$ cat src/rtl/fevc_pkg.sv
`timescale 1ns / 1ps
// ----------------------------------------------------------------------------
// fevc_pkg
// Shared types and constants of the FIFO eviction key-value cache: request
// and result beats, operation codes and the per-cell control bundle.
// ----------------------------------------------------------------------------
package fevc_pkg;

  // Field widths fixed by the request and result formats
  localparam int KEY_W       = 32;
  localparam int VALUE_W     = 32;
  localparam int CAP_W       = 4;
  localparam int ENTRIES_DEF = 8;

  localparam logic [CAP_W-1:0] CAP_RESET = 4'd3;

  // Request operation codes
  typedef enum logic [1:0] {
    MODE_GET           = 2'd0,
    MODE_PUT           = 2'd1,
    MODE_REMOVE        = 2'd2,
    MODE_GET_OR_INSERT = 2'd3
  } mode_t;

  // One request beat
  typedef struct packed {
    mode_t              mode;
    logic [KEY_W-1:0]   key;
    logic [VALUE_W-1:0] value;
  } in_beat_t;

  // One result beat
  typedef struct packed {
    logic               hit;
    logic [VALUE_W-1:0] read_value;
    logic               evicted;
  } out_beat_t;

  // Per-cell update control, driven by the top level
  typedef struct packed {
    logic take_next;    // take key and value from the younger neighbour
    logic load_new;     // store the request key and value
    logic write_value;  // overwrite the value only
  } cell_ctrl_t;

endpackage

$ cat src/rtl/fevc_cell.sv
`timescale 1ns / 1ps
// ----------------------------------------------------------------------------
// fevc_cell
// One age position of the cache. Holds a key and a value, compares the held
// key against the lookup key and hands its contents towards the older end
// when the row shifts.
// ----------------------------------------------------------------------------
module fevc_cell (
  input  logic                    clk,
  input  fevc_pkg::cell_ctrl_t    ctrl,
  input  logic                    valid,
  input  logic                    seen_in,
  input  logic [fevc_pkg::KEY_W-1:0]   lookup_key,
  input  logic [fevc_pkg::VALUE_W-1:0] new_value,
  input  logic [fevc_pkg::KEY_W-1:0]   next_key,
  input  logic [fevc_pkg::VALUE_W-1:0] next_value,
  output logic                    match,
  output logic                    seen_out,
  output logic [fevc_pkg::KEY_W-1:0]   key,
  output logic [fevc_pkg::VALUE_W-1:0] value
);
  import fevc_pkg::*;

  logic [KEY_W-1:0]   key_r,   key_nxt;
  logic [VALUE_W-1:0] value_r, value_nxt;

  // Compare held key; pass on whether the hit lies at or before this cell
  assign match    = valid && (key_r == lookup_key);
  assign seen_out = seen_in | match;

  // Select the new contents: a fresh pair wins over a shift
  always_comb begin
    key_nxt   = key_r;
    value_nxt = value_r;
    if (ctrl.load_new) begin
      key_nxt   = lookup_key;
      value_nxt = new_value;
    end else if (ctrl.take_next) begin
      key_nxt   = next_key;
      value_nxt = next_value;
    end else if (ctrl.write_value) begin
      value_nxt = new_value;
    end
  end

  // Hold payload; no reset needed, the valid range comes from the count
  always_ff @(posedge clk) begin
    key_r   <= key_nxt;
    value_r <= value_nxt;
  end

  assign key   = key_r;
  assign value = value_r;

endmodule

$ cat src/rtl/fifo_eviction_key_value_cache.sv
`timescale 1ns / 1ps
// ----------------------------------------------------------------------------
// fifo_eviction_key_value_cache
// Fully associative key-value cache with first-in-first-out eviction, built
// as a row of cells kept in age order, oldest at cell 0.
// The result strobe rises in the cycle after the request beat is taken.
// Throughput: one request per cycle; all cells compare in parallel and the
// row shifts by one cell in the same cycle, so busy never rises.
// The receiver cannot stall: each result is shown for exactly one cycle.
// Reset (synchronous, rst_n low) empties the cache and sets capacity to 3.
// ----------------------------------------------------------------------------
module fifo_eviction_key_value_cache #(
  parameter int ENTRIES = fevc_pkg::ENTRIES_DEF
) (
  input  logic                         clk,
  input  logic                         rst_n,
  input  logic                         start,
  output logic                         busy,
  input  fevc_pkg::in_beat_t           in_data,
  output logic                         out_valid,
  output fevc_pkg::out_beat_t          out_data,
  input  logic                         cfg_valid,
  output logic                         cfg_ready,
  input  logic [fevc_pkg::CAP_W-1:0]   cfg_data
);
  import fevc_pkg::*;

  localparam int CNT_W = $clog2(ENTRIES + 1);
  localparam int CMP_W = (CNT_W > CAP_W) ? CNT_W : CAP_W;

  logic [CAP_W-1:0] cap_r;
  logic [CNT_W-1:0] count_r, count_nxt;
  logic             out_valid_r;
  out_beat_t        out_data_r, out_data_nxt;

  logic               acc;
  logic [ENTRIES-1:0] match;
  logic [ENTRIES:0]   seen;
  logic               hit;
  logic               do_insert;
  logic               do_evict;
  logic               do_remove;
  logic               do_update;
  logic [CMP_W-1:0]   cap_eff;
  logic [CNT_W-1:0]   count_dec;
  logic [VALUE_W-1:0] hit_value;

  cell_ctrl_t         ctrl     [ENTRIES];
  logic [ENTRIES-1:0] cell_vld;
  logic [KEY_W-1:0]   cell_key [ENTRIES];
  logic [VALUE_W-1:0] cell_val [ENTRIES];

  // The row takes a beat every cycle; configuration is always taken
  assign busy      = 1'b0;
  assign cfg_ready = 1'b1;
  assign acc       = start && !busy;

  // Clamp the capacity register to 1..ENTRIES
  always_comb begin
    if (cap_r == '0) begin
      cap_eff = CMP_W'(1);
    end else if (CMP_W'(cap_r) > CMP_W'(ENTRIES)) begin
      cap_eff = CMP_W'(ENTRIES);
    end else begin
      cap_eff = CMP_W'(cap_r);
    end
  end

  // Decode the request against the lookup result
  assign hit       = |match;
  assign do_insert = acc && !hit &&
                     ((in_data.mode == MODE_PUT) || (in_data.mode == MODE_GET_OR_INSERT));
  assign do_evict  = do_insert && (CMP_W'(count_r) >= cap_eff);
  assign do_remove = acc && hit && (in_data.mode == MODE_REMOVE);
  assign do_update = acc && hit && (in_data.mode == MODE_PUT);
  assign count_dec = count_r - CNT_W'(1);

  // Drive each cell: shift above a removed entry, or the whole row on eviction
  always_comb begin
    for (int i = 0; i < ENTRIES; i++) begin
      cell_vld[i]          = CNT_W'(i) < count_r;
      ctrl[i].take_next    = (do_remove && seen[i+1]) || do_evict;
      ctrl[i].load_new     = do_insert &&
                             (do_evict ? (CNT_W'(i) == count_dec) : (CNT_W'(i) == count_r));
      ctrl[i].write_value  = do_update && match[i];
    end
  end

  // Row of cells, oldest first; the youngest end takes in nothing
  assign seen[0] = 1'b0;

  for (genvar g = 0; g < ENTRIES; g++) begin : g_cell
    logic [KEY_W-1:0]   nb_key;
    logic [VALUE_W-1:0] nb_val;

    if (g == ENTRIES - 1) begin : g_last
      assign nb_key = '0;
      assign nb_val = '0;
    end else begin : g_mid
      assign nb_key = cell_key[g+1];
      assign nb_val = cell_val[g+1];
    end

    fevc_cell u_cell (
      .clk        (clk),
      .ctrl       (ctrl[g]),
      .valid      (cell_vld[g]),
      .seen_in    (seen[g]),
      .lookup_key (in_data.key),
      .new_value  (in_data.value),
      .next_key   (nb_key),
      .next_value (nb_val),
      .match      (match[g]),
      .seen_out   (seen[g+1]),
      .key        (cell_key[g]),
      .value      (cell_val[g])
    );
  end

  // Select the stored value of the hit cell
  always_comb begin
    hit_value = '0;
    for (int i = 0; i < ENTRIES; i++) begin
      hit_value = hit_value | (match[i] ? cell_val[i] : '0);
    end
  end

  // Advance the entry count
  always_comb begin
    count_nxt = count_r;
    if (do_remove) begin
      count_nxt = count_dec;
    end else if (do_insert && !do_evict) begin
      count_nxt = count_r + CNT_W'(1);
    end
  end

  // Form the result beat
  always_comb begin
    out_data_nxt.hit     = hit;
    out_data_nxt.evicted = do_evict;
    if (hit) begin
      out_data_nxt.read_value = hit_value;
    end else if (in_data.mode == MODE_GET_OR_INSERT) begin
      out_data_nxt.read_value = in_data.value;
    end else begin
      out_data_nxt.read_value = '0;
    end
  end

  // Control registers
  always_ff @(posedge clk) begin
    if (!rst_n) begin
      cap_r       <= CAP_RESET;
      count_r     <= '0;
      out_valid_r <= 1'b0;
    end else begin
      if (cfg_valid && cfg_ready) begin
        cap_r <= cfg_data;
      end
      count_r     <= count_nxt;
      out_valid_r <= acc;
    end
  end

  // Hold the result payload for its one-cycle strobe
  always_ff @(posedge clk) begin
    if (acc) begin
      out_data_r <= out_data_nxt;
    end
  end

  assign out_valid = out_valid_r;
  assign out_data  = out_data_r;

  // Keys are unique, so at most one cell matches
  a_single_match: assert property (@(posedge clk) disable iff (!rst_n)
    $onehot0(match))
    else $error("more than one cell matches the lookup key");

  // The count never runs past the row
  a_count_bound: assert property (@(posedge clk) disable iff (!rst_n)
    count_r <= CNT_W'(ENTRIES))
    else $error("entry count beyond row length");

  // Every taken beat yields a result strobe in the next cycle
  a_result_follows: assert property (@(posedge clk) disable iff (!rst_n)
    acc |=> out_valid)
    else $error("request beat without result");

  // An eviction only comes with a miss
  a_evict_on_miss: assert property (@(posedge clk) disable iff (!rst_n)
    (out_valid && out_data.evicted) |-> !out_data.hit)
    else $error("eviction reported on a hit");

  // The count moves only on a taken beat
  a_count_quiet: assert property (@(posedge clk) disable iff (!rst_n)
    !acc |=> $stable(count_r))
    else $error("entry count changed without a request");

endmodule
$ cat config.mk
export PLATFORM = sky130hd
export DESIGN_NAME = fifo_eviction_key_value_cache
export DESIGN_NICKNAME = d
export VERILOG_FILES = /design/src/rtl/fevc_pkg.sv /design/src/rtl/fevc_cell.sv /design/src/rtl/fifo_eviction_key_value_cache.sv
export SDC_FILE = /design/constraint.sdc
export NUM_CORES = 1
export LEC_CHECK = 0
export ABC_AREA = 1
export BUFFER_PORTS_ARGS = -buffer_cell sky130_fd_sc_hd__buf_2
export CORE_UTILIZATION = 57
export DETAILED_ROUTE_END_ITERATION = 8
export MAX_ROUTING_LAYER = met4
export PLACE_DENSITY_LB_ADDON = 0.08
export SYNTH_ARGS = -nofsm -noshare
export SYNTH_HDL_FRONTEND = slang
export SYNTH_HIERARCHICAL = 1
export SYNTH_SLANG_ARGS = --single-unit
$ cat constraint.sdc
create_clock -name clk -period 3.9 [get_ports clk]
set_input_delay 0.195 -clock clk [delete_from_list [all_inputs] [get_ports clk]]
set_output_delay 0.195 -clock clk [all_outputs]
set_load 0.01 [all_outputs]
Word-level counts from Yosys, hierarchy flattened
Cells that the tools add are included.
W data, S select, Z words.
{"block": "totals", "register_bits": 555, "latch_bits": 0, "mem_bits_rw": 0, "romBits": 0, "input_bits": 74, "output_inout_bits": 37, "elab_cells": 206, "mem_count": 0}
{"block": "classes", "addsub": 2, "multipliers": 0, "div_mod_pow": 0, "magnitude_cmp": 10, "eq_ne": 25, "n_shift": 0, "n_mux": 62, "bitwise_logic": 14, "n_reduce_logical": 71}
{"cell": "$mux W32", "count": 50}
{"cell": "$eq A32 B32 Y1", "count": 8}
{"cell": "$or A32 B32 Y32", "count": 7}
{"cell": "$logic_and A1 B1 Y1", "count": 39}
{"cell": "$eq A3 B4 Y1 const A", "count": 8}
{"cell": "$reduce_bool A3 Y1", "count": 8}
{"cell": "$reduce_bool A2 Y1", "count": 9}
{"cell": "$eq A2 B4 Y1 const A", "count": 4}
{"cell": "$lt A3 B4 Y1 const A", "count": 4}
{"cell": "$mux W4", "count": 4}
{"cell": "$logic_not A4 Y1", "count": 3}
{"cell": "$logic_or A1 B1 Y1", "count": 9}
{"cell": "$eq A1 B4 Y1 const A", "count": 2}
{"cell": "$lt A1 B4 Y1 const A", "count": 2}
{"cell": "$lt A2 B4 Y1 const A", "count": 2}
{"cell": "$mux W1", "count": 8}
{"cell": "$reduce_or A8 Y1", "count": 1}
{"cell": "$or A1 B1 Y1", "count": 7}
{"cell": "$add A4 B1 Y4 const B", "count": 1}
{"cell": "$eq A2 B2 Y1 const B", "count": 2}
{"cell": "$ge A4 B4 Y1", "count": 1}
{"cell": "$gt A4 B4 Y1 const B", "count": 1}
{"cell": "$sub A4 B1 Y4 const B", "count": 1}
{"cell": "$eq A2 B1 Y1 const B", "count": 1}
{"cell": "$logic_not A1 Y1", "count": 2}

Longest topological paths before layout
{"block": "logic_depth", "word_depth": 13, "ltp_mapped": 30, "mapped_depth_nobuf": 29}

Hierarchy
Netlist, hierarchy kept.
{"mod": "fevc_cell", "n_inst": 8, "cells_each": 392, "area_each_um2": 3668.5, "seq_area_each_um2": 1921.8}
{"mod": "fifo_eviction_key_value_cache", "n_inst": 1, "cells_each": 593, "area_each_um2": 3997.6, "seq_area_each_um2": 1201.2}

Least setup slack after synthesis
Ideal clock, no wire load.
{"block": "synth_path", "kind": "register to register", "start": "reg count_r[0]", "end": "reg g_cell[3].u_cell.value_r[0] (enable)", "setup_time_ns": 0.375, "arrival_time_ns": 3.784, "required_ns": 3.525, "path_slack_ns": -0.259, "path_stages_with_launch": 21, "path_buffers": 3, "period_less_slack_ns": 4.159, "cell_sequence": "dfxtp_1 inv_1 ha_1 o21ai_0 nand3_1 nor2_1 nand4_1 nor2_1 buf_6 nor2_4 nand2_4 nor2_8 nand2_2 nor2_4 nand2_2 buf_6 a21oi_2 a21oi_2 buf_2 or2_1 or2_2"}
{"item": "from (decl)", "line_no": "fifo_eviction_key_value_cache.sv:32", "source": "logic [CNT_W-1:0] count_r, count_nxt;"}
{"item": "from (signal assigned)", "line_no": "fifo_eviction_key_value_cache.sv:161", "source": "count_r <= count_nxt;"}
{"item": "to (signal assigned)", "line_no": "fevc_cell.sv:49", "source": "value_r <= value_nxt;"}
{"item": "to (decl)", "line_no": "fevc_cell.sv:25", "source": "logic [VALUE_W-1:0] value_r, value_nxt;"}

==> run metrics <==
CTS tree yes; core area 0.05770 mm^2; HP Class input port to register; post-route setup slack 285.6 ps; Synth Cell Area 0.03335 mm^2; final WL 93860 um; total CTS buffers 60; Starting Density between 50% and 60%; non-filler instance count after layout 4798; area leader, netlist edfxtp_1; top-area cell type share of the netlist area about 49%; CTS clk-pin slew, worst paths 60 ps; routed via count about 26000; Die Ht 243.9 um; DR WL met3 6725 um; Met1 Wirelength 42220 um; Avg WL per Cell 19.56 um; Post-synth ARST share 0%; FF+latch count, synth 555; nets 4067; sequential share of the synthesized area 49.71%; die width 243.9 um; Skew-Pair Late Insertion Delay between 600 and 700 ps; Top FF cell, synth edfxtp_1; worst reg2reg path depth 21; Final Hold Fails 0; CP startpoint count_r[0]; clock sinks 555; reg2reg start count_r[0]; global-route wire length before repair roughly 140000 um; Syn Area/Cell 8.942 um^2; vias in the first global route 24790; Tmin final 3614 ps; outcome completed; Syn. warnings 6; Buf/Inv on CP 5; leakage 17.85 nW; max_slew headroom roughly three fifths; GR Overflow Total 0; Detail Placement HPWL between 60000 and 70000 um; maximum root-to-sink buffer count 3; Crit-path slowest cell dfxtp_2; RSZ-0062 raised after global routing false; WP data arrival 4010 ps; Req. time, crit path approximately 4300 ps; TNS Setup 0 ps; Residual DRC 0; delay-heaviest family, CP simple AND/OR/NAND/NOR gates; Starting DRT DRC Count between 2000 and 2500; IO Port Bufs 108; GP Congestion 0.9463; Post-Place Worst Slack 260.5 ps; Routed Antenna Nets 0; Synth cell types 39; row count 88; vias per cell around 5.4; synth top area cells edfxtp_1 49%, nand2_1 15%, mux2_4 11%; largest net degree at the start of global routing 56; post-CTS setup buffers 0; Placed Cells 4647; Worst path most repeated cell nand2_2; number of synthesized flops with an enable pin roughly 550; cell breakdown of the critical path ha_1, inv_1, o21ai_0, buf_4, nand3_1, nor2_1, nand4_1, nor2_4, nor2_2, nand2_2, nor2_8, nand2_2, nor2_4, nand2_2, inv_2, nand3_1, o21ai_1, inv_2, nand2_4, buf_4, mux2_2; FF-to-FF setup slack 290 ps; hold_sp in_data[5]; Max Slew Vio Count 0; slowest stage delay, CP 340 ps; root buffer cell clkbuf_16; initial antenna violation count 1; met2 WL 42010 um; Startpoint Class register; die area 0.05947 mm^2; Peak VDD IR approximately 390 uV; layout cells sized above 1 15.53%; WP depth 21; Mapped Cells 3729; DR top layer met4; Layout Skew 29.24 ps; fin crit share 92.68%; power per cell area 427.5 mW/mm^2; endpoint class of the critical path register; Pwr Total 0.01617 W; # IOs between 100 and 150; RR Endpoint g_cell[0].u_cell/value[31]; Tightest Pin Transition 604.3 ps; WS Path Type register to register; htree depth 2; CP Capture Point g_cell[0].u_cell/value[31]; synth cell count leaders 1362 x nand2_1, 546 x edfxtp_1, 497 x inv_1; Max Clock Freq roughly 280 MHz; Max FO, Critical Path 10; most common cell in the netlist nand2_1; Layout area overhead 13.42%; Max-cap violations 0; endpoints failing setup 0; drt first pass iters 5; Global Route Usage Sum 32.55%
cells in the final DEF (no fill, tap or decap), types with 37 or more instances in the layout:
| master | count |
|---|---|
| buf_4 | 79 |
| dlygate4sd3_1 | 38 |
| nand2_1 | 1362 |
| xnor2_1 | 65 |
| o21ai_0 | 250 |
| mux2_4 | 240 |
| a221oi_1 | 37 |
| edfxtp_1 | 546 |
| nand4_1 | 108 |
| clkbuf_16 | 61 |
| conb_1 | 67 |
| inv_1 | 496 |
| buf_2 | 108 |
| nand3_1 | 77 |
| nor2_1 | 250 |
power by group:
group / internal [W] / total [W] / switching (W)
registers: 0.00729 / 0.00758 / 0.000296
logic: 0.00112 / 0.00284 / 0.00171
clock network: 0.00332 / 0.00575 / 0.00242
worst min path at each step:
stage,end,slack [ps],cells after the start
after floorplan,cap_r[0],280,1
after global placement,cap_r[0],420,3
after detailed placement,cap_r[0],410,3
after CTS,g_cell[7].u_cell/value[9],2,2
after global routing,g_cell[4].u_cell/value[5],20,2
final,g_cell[5].u_cell/value[5],30,2
state kept, by name, indices dropped and copies added (netlist names):
name	cells
g_cell.u_cell/key	256
g_cell.u_cell/value	256
out_data	34
cap_r	4
count_r	4
out_valid	1
per-layer routing:
layer  vias up  GRT usage, %
met4         0         9.963
li1      12660             -
met1     11890         45.21
met5         -             -
met2       994         49.90
met3       167         4.142
worst reg2reg max path, stage by stage (launching register included):
cell,delay (ps)
dfxtp_2,340
ha_1,250
inv_1,100
o21ai_0,80
buf_4,170
nand3_1,80
nor2_1,40
nand4_1,110
nor2_4,60
nor2_2,290
nand2_2,160
nor2_8,130
nand2_2,70
nor2_4,120
nand2_2,70
inv_2,100
nand3_1,80
o21ai_1,190
inv_2,90
nand2_4,250
buf_4,230
mux2_2,350
cells by family after synthesis:
logic type	count (synthesis)	share of synthesized area, %
xor+xnor	81	2.127
fa+ha+maj	10	0.3752
other cells	2	0.02252
mux	256	11.35
compound gates	321	5.373
flops	555	49.71
buf+inv	631	8.075
simple gates	1873	22.97
through the flow:
step	instance area, um^2	hold slack [ps]	util, %
after global routing	37820	15.16	65.55
after floorplan	33590	279.1	-
after detailed placement	35450	414.1	61.45
after global placement	35450	415.1	61.45
after CTS	37790	2.071	65.49
final	37820	33.33	65.55
what timing repair did:
item / CTS / global route
setup endpoints to repair: 0 / 68
endpoints found under the hold margin: 166 / 0
hold buffers: 38 / 0
gates resized for setup: 0 / 5
area by class of cell:
type                       instances  area (um^2)
fill                            4885        19880
multi-input combinational       2608        14390
antenna                            1        2.502
clock buffer                      77         1585
sequential                       555        16580
tap                              765        957.2
timing repair buffer             251         2039
inverter                         507         1903
clock inverter                    34        369.1
(Power assumes the default switching activity.)
